--- config.mk ---
export PLATFORM = sky130hd
export DESIGN_NAME = lbsa_front
export DESIGN_NICKNAME = d
export VERILOG_FILES = /design/src/rtl/lbsa_pkg.sv /design/src/rtl/lbsa_front.sv
export SDC_FILE = /design/constraint.sdc
export NUM_CORES = 1
export LEC_CHECK = 0
export ABC_AREA = 1
export BUFFER_PORTS_ARGS = -buffer_cell sky130_fd_sc_hd__buf_2
export CAP_MARGIN = 0
export CORE_ASPECT_RATIO = 1.75
export CORE_MARGIN = 2
export CORE_UTILIZATION = 45
export CTS_BUF_LIST = sky130_fd_sc_hd__clkbuf_16
export CTS_CLUSTER_DIAMETER = 40
export DETAILED_ROUTE_END_ITERATION = 10
export GPL_ROUTABILITY_DRIVEN = 0
export PLACE_DENSITY = 0.79
export SETUP_SLACK_MARGIN = 0.02
export SLEW_MARGIN = 5
export SYNTH_ARGS = -nofsm -noshare
export SYNTH_HDL_FRONTEND = slang
export SYNTH_SLANG_ARGS = --single-unit
export TNS_END_PERCENT = 50
--- constraint.sdc ---
create_clock -name clk -period 2.9 [get_ports clk]
set_clock_uncertainty 0.1 [all_clocks]
set_input_delay 0.725 -clock clk [delete_from_list [all_inputs] [get_ports clk]]
set_output_delay 0.725 -clock clk [all_outputs]
set_load 0.005 [all_outputs]
--- src/rtl/lbsa_pkg.sv ---
// Types, codes and sizes shared by the label block sum accumulator modules.
package lbsa_pkg;

  localparam int unsigned MAX_NODES   = 1024;
  localparam int unsigned MAX_BLOCKS  = 16;
  localparam int unsigned WEIGHT_BITS = 16;

  localparam int unsigned NODE_W  = 10;
  localparam int unsigned LABEL_W = 4;
  localparam int unsigned NB_W    = 5;
  localparam int unsigned CNT_W   = 11;
  localparam int unsigned SUM_W   = 48;
  localparam int unsigned PCNT_W  = 21;
  localparam int unsigned SUM_AW  = 2 * LABEL_W;
  localparam int unsigned LENT_W  = LABEL_W + 1;

  localparam logic [1:0] CMD_LOAD  = 2'd0;
  localparam logic [1:0] CMD_ADD   = 2'd1;
  localparam logic [1:0] CMD_READ  = 2'd2;
  localparam logic [1:0] CMD_CLEAR = 2'd3;

  localparam logic CFG_NUM_BLOCKS = 1'b0;
  localparam logic CFG_HALVE_DIAG = 1'b1;

  typedef struct packed {
    logic [1:0]         cmd;
    logic [NODE_W-1:0]  node_row;
    logic [NODE_W-1:0]  node_col;
    logic [LABEL_W-1:0] label;
    logic [15:0]        weight;
    logic [LABEL_W-1:0] block_a;
    logic [LABEL_W-1:0] block_b;
  } in_t;

  typedef struct packed {
    logic [SUM_W-1:0]  pair_sum;
    logic [PCNT_W-1:0] pair_count;
    logic              error_seen;
  } out_t;

  typedef struct packed {
    in_t  item;
    logic label_bad;
    logic pair_bad;
  } qitem_t;

endpackage

--- src/rtl/lbsa_front.sv ---
// Input side: classifies items against the registers and queues them.
module lbsa_front (
  input  logic                   clk,
  input  logic                   rst_n,
  input  logic                   in_valid,
  output logic                   in_stall,
  input  lbsa_pkg::in_t          in_data,
  input  logic [lbsa_pkg::NB_W-1:0] nb,
  input  logic                   clearing,
  output logic                   q_valid,
  output lbsa_pkg::qitem_t       q_item,
  input  logic                   q_pop
);

  lbsa_pkg::qitem_t entry_r [2];
  logic             wr_ptr_r, wr_ptr_nxt;
  logic             rd_ptr_r, rd_ptr_nxt;
  logic [1:0]       fill_r, fill_nxt;
  logic             push;
  lbsa_pkg::qitem_t cls;

  always_comb begin
    cls.item      = in_data;
    cls.label_bad = {1'b0, in_data.label} >= nb;
    cls.pair_bad  = ({1'b0, in_data.block_a} >= nb) || ({1'b0, in_data.block_b} >= nb);
  end

  assign in_stall = fill_r[1] || clearing;
  assign push     = in_valid && !in_stall;
  assign q_valid  = fill_r != 2'd0;
  assign q_item   = entry_r[rd_ptr_r];

  always_comb begin
    wr_ptr_nxt = wr_ptr_r ^ push;
    rd_ptr_nxt = rd_ptr_r ^ q_pop;
    fill_nxt   = fill_r + {1'b0, push} - {1'b0, q_pop};
  end

  always_ff @(posedge clk) begin
    if (!rst_n) begin
      wr_ptr_r <= 1'b0;
      rd_ptr_r <= 1'b0;
      fill_r   <= 2'd0;
    end else begin
      wr_ptr_r <= wr_ptr_nxt;
      rd_ptr_r <= rd_ptr_nxt;
      fill_r   <= fill_nxt;
    end
  end

  always_ff @(posedge clk) begin
    if (push) begin
      entry_r[wr_ptr_r] <= cls;
    end
  end

endmodule

# Yosys cells after proc, flatten, opt, wreduce, memory -nomap -nowiden

Memories as Yosys holds them, arrays and structs flattened. A register that Yosys moved wholly into a read port is not among the register bits.
Cells that the tools add are included.

Register bits after elaboration: 4
Bits in writable memories: 104
Output and inout port bits: 54
Memories kept: 1

Memories:

| name    | depth | bits a word | read ports | clocked after Yosys merged registers in | wr ports | RTL line         | RTL |
|---|---|---|---|---|---|---|---|
| entry_r | 2     | 52          | 1          | 1                                       | 1        | lbsa_front.sv:15 | `lbsa_pkg::qitem_t entry_r [2];` |

$add $sub $neg: 2
$lt $le $gt $ge: 3
Muxes and demuxes: 3
Bitwise gates (word level): 2
Reduce and logical (&&, ||, !) cells: 5

Operators with widths:

| cell                | number |
|---|---|
| $ge A4 B5 Y1        | 3 |
| $mux W1             | 3 |
| $add A2 B1 Y2       | 1 |
| $logic_or A1 B1 Y1  | 2 |
| $reduce_bool A2 Y1  | 1 |
| $sub A2 B1 Y2       | 1 |
| $xor A1 B1 Y1       | 2 |
| $logic_and A1 B1 Y1 | 1 |
| $logic_not A1 Y1    | 1 |

# Depth between registers and ports, before layout

Depth in word-level cells: 5
Mapped depth: 9

# Worst setup path before layout

Ideal clock, no wire load.

Path type: input-to-reg
From: input clearing
To: memory entry_r[1][0] in the netlist's numbering (enable)
Arrival: 2218 ps
Data required time: 2385 ps
Path slack: 167 ps
Cell stages on the path: 4
Cell sequence: inv_1 -> nand3_1 -> inv_1 -> ha_1

Word-level cells in the longest chain between the ends: 5

RTL lines:

| element                       | RTL line         | RTL |
|---|---|---|
| start: declaration            | lbsa_front.sv:9  | `input logic clearing,` |
| $logic_or A1 B1 Y1            | lbsa_front.sv:28 | `assign in_stall = fill_r[1] \|\| clearing;` |
| $logic_not A1 Y1              | lbsa_front.sv:29 | `assign push = in_valid && !in_stall;` |
| $logic_and A1 B1 Y1           | lbsa_front.sv:29 |  |
| $mux W1                       | lbsa_front.sv:52 | `if (push) begin` |
| $mux W1 (not written as such) | lbsa_front.sv:53 | `entry_r[wr_ptr_r] <= cls;` |
| end: declaration              | lbsa_front.sv:15 |  |

No other way between the ends.

==> flow_metrics.env <==
export IMPL_status="completed"
export IMPL_ctsHoldBuffers=0
export IMPL_start_kind="flop"
export IMPL_synth_top_area_cell="edfxtp_1"
export IMPL_crit_path_end_kind="primary output"
export IMPL_dr_wl_met3_um=334
export IMPL_p_leak_nw=2.31
export IMPL_p_switching_uw=701
export IMPL_required_ns=2.08
export IMPL_layout_common_cells="buf_2, edfxtp_1, mux2_4"
export IMPL_drcViolationCount=0
export IMPL_r2r_slack_ns=1.30
export IMPL_viasPerCell=4.71
export IMPL_post_place_cells=481
export IMPL_dr_total_vias=2343
export IMPL_htree_levels=3
export IMPL_coreArea_mm2=0.00985
export IMPL_path_cells="buf_12, mux2_4, buf_2"
export IMPL_finalHoldViolations=0
export IMPL_holdWs_ns=0.422
export IMPL_rr_worst_depth=9
export IMPL_period_minus_slack_ns=2.49
export IMPL_pwr_share_comb=0.123
export IMPL_dr_pass1_iters=4
export IMPL_relSlewSlack=0.706
export IMPL_yosys_top_cells_area="edfxtp_1, mux2_4, ha_1, buf_12, dfxtp_1"
export IMPL_final_core_util=0.559
export IMPL_worstSetupPathType="flop to primary output"
export IMPL_p_total_mw=3.31
export IMPL_drv_slew=0
export IMPL_dp_hpwl_mm=5.71
export IMPL_worstReg2RegStart="fill_r[1]"
export IMPL_hp_class="flop to flop"
export IMPL_maxCapViolCount=0
export IMPL_p_clk_frac=0.319
export IMPL_p_int_mw=2.61
export IMPL_drive_gt1_frac=0.503
export IMPL_slowest_delay_ns=0.63
export IMPL_dieArea_mm2=0.0110
export IMPL_seqPwrFrac=0.558
export IMPL_path_buf_inv=2
export IMPL_die_width_um=80.1
export IMPL_ys_ff_latch=109
export IMPL_path_delay_family="flip-flops"
export IMPL_synth_cell_area_mm2=0.00456
export IMPL_yosysUniqueCellTypes=16
export IMPL_clk_latency_ns=0.34
export IMPL_cts_tree="yes"
export IMPL_grt_pass1_vias=2326
export IMPL_cp_max_fo=22
export IMPL_row_count=48
export IMPL_crit_arrival_ns=1.67
export IMPL_ios=114
export IMPL_grt_max_degree=27
export IMPL_drt_total_wl_mm=7.64
export IMPL_numCtsBuffers=9
export IMPL_cts_resized=0
export IMPL_syn_area_per_cell_um2=18.8
export IMPL_start_util=0.463
export IMPL_fmax_mhz=401
export IMPL_synth_seq_area_share=0.707
export IMPL_avgRoutedWirePerCell_um=15.4
export IMPL_rsz0062_at_grt="no"
export IMPL_nets=443
export IMPL_syn_num_nets=319
export IMPL_numPortBuffers=113
export IMPL_wl_met1_mm=2.80
export IMPL_final_common_cell="buf_2"
export IMPL_post_cts_buffers=0
export IMPL_crit_path_end="q_item[27]"
export IMPL_grt_ovfl_total=0
export IMPL_root_buffer="clkbuf_16"
export IMPL_yosys_warnings=0
export IMPL_synth_top_area_frac=0.685
export IMPL_area_growth_syn_to_layout_pct=20.8
export IMPL_worst_path_stages=3
export IMPL_drtIter0Drc=106
export IMPL_grtUsageTotal=0.139
export IMPL_cp_slowest_cell="dfxtp_4"
export IMPL_clkSlewWorstSetupHoldPaths_ns=0.07
export IMPL_pwr_density_cell_mw_per_mm2=601
export IMPL_cts_sinks=109
export IMPL_stdcell_count=497
export IMPL_grt_pass1_wl_mm=11.0
export IMPL_antenna_found_initial=0
export IMPL_wl_met2_mm=4.31
export IMPL_antenna_left=0
export IMPL_synthCells=243
export IMPL_num_antenna_cells=0
export IMPL_setup_viol=0
export IMPL_die_height_um=137
export IMPL_finalSetupTns_ns=0
export IMPL_routed_top_layer="met4"
export IMPL_min_delay_path_depth=2
export IMPL_min_period_over_period=0.859
export IMPL_irDropWorstVdd_mv=0.313
export IMPL_power_share_switching=0.212
export IMPL_r2r_end="fill_r[1]"
export IMPL_clk_path_buf_depth=2
export IMPL_tightest_slew_ns=0.441
==> sequential cells by signal, summed over array words and instances (netlist names), named ones only <==
name and cells:
rd_ptr_r 1, wr_ptr_r 1, fill_r 2, entry_r 104
==> per-stage QoR <==
step | cell area (um^2) | setup WS (ns)
floorplan | 4560 | 0.167
global placement | 5250 | 0.779
detailed placement | 5250 | 0.743
CTS | 5510 | 0.367
global route | 5510 | 0.336
finish | 5510 | 0.407
==> kinds of logic (layout without fill, tap and decap cells) <==
| group | count (synthesis) | in the layout | synth area share |
|---|---|---|---|
| buffers and inverters | 29 | 158 | 0.0434 |
| AND/OR/NAND/NOR | 33 | 33 | 0.0297 |
| multiplexers | 52 | 52 | 0.170 |
| flip-flops | 109 | 109 | 0.707 |
| adder cells (fa/ha/maj) | 16 | 16 | 0.0439 |
| AO/OA/AOI/OAI | 2 | 2 | 0.00219 |
| XOR/XNOR | 2 | 2 | 0.00384 |
==> synth_stat cells <==
| master | n |
|---|---|
| a21oi_1 | 1 |
| buf_12 | 5 |
| buf_6 | 1 |
| dfxtp_1 | 5 |
| edfxtp_1 | 104 |
| ha_1 | 16 |
| inv_1 | 23 |
| mux2_2 | 2 |
| mux2_4 | 50 |
| nand2_1 | 18 |
| nand3_1 | 3 |
| nand4_1 | 2 |
| nor2_1 | 9 |
| o21ai_0 | 1 |
| or2_2 | 1 |
| xnor2_1 | 2 |
==> worst min-delay path by stage <==
stage,to,from
floorplan,flop,rd_ptr_r
global placement,rd_ptr_r,rd_ptr_r
detailed placement,flop,rd_ptr_r
CTS,flop,rd_ptr_r
global route,entry_r[0][18],in_data[16]
finish,rd_ptr_r,rd_ptr_r
==> power groups by stage <==
stage	Combinational [mW]	Clock [mW]	Sequential (mW)
3_3_place_gp	0.398	0	1.87
3_5_place_dp	0.413	0	1.88
5_1_grt	0.449	1.15	1.85
6_report	0.407	1.06	1.84
2_1_floorplan	0.285	0	1.86
4_1_cts	0.414	1.09	1.85
==> layer usage <==
metal,vias up,GRT usage
met5,-,0
met4,0,0.0782
met3,14,0.0356
met2,72,0.246
met1,1116,0.147
li1,1141,-
==> worst register-to-register path: cells and delay by family (launching register included) <==
kind | cells | cell delay (ns)
adder cells (fa/ha/maj) | 2 | 0.47
AND/OR/NAND/NOR | 4 | 0.30
XOR/XNOR | 1 | 0.18
flip-flops | 1 | 0.31
buffers and inverters | 2 | 0.14
==> layout make-up <==
cell class                      instances  area [um^2]
Clock inverter                          7         35.0
Timing Repair Buffer                  119          636
Tap cell                              125          156
Inverter                               23         86.3
Sequential cell                       109         3230
Clock buffer                            9          225
Multi-Input combinational cell        105         1140
Fill cell                             848         4340
Note: power is estimated with default switching activity, not from simulation.
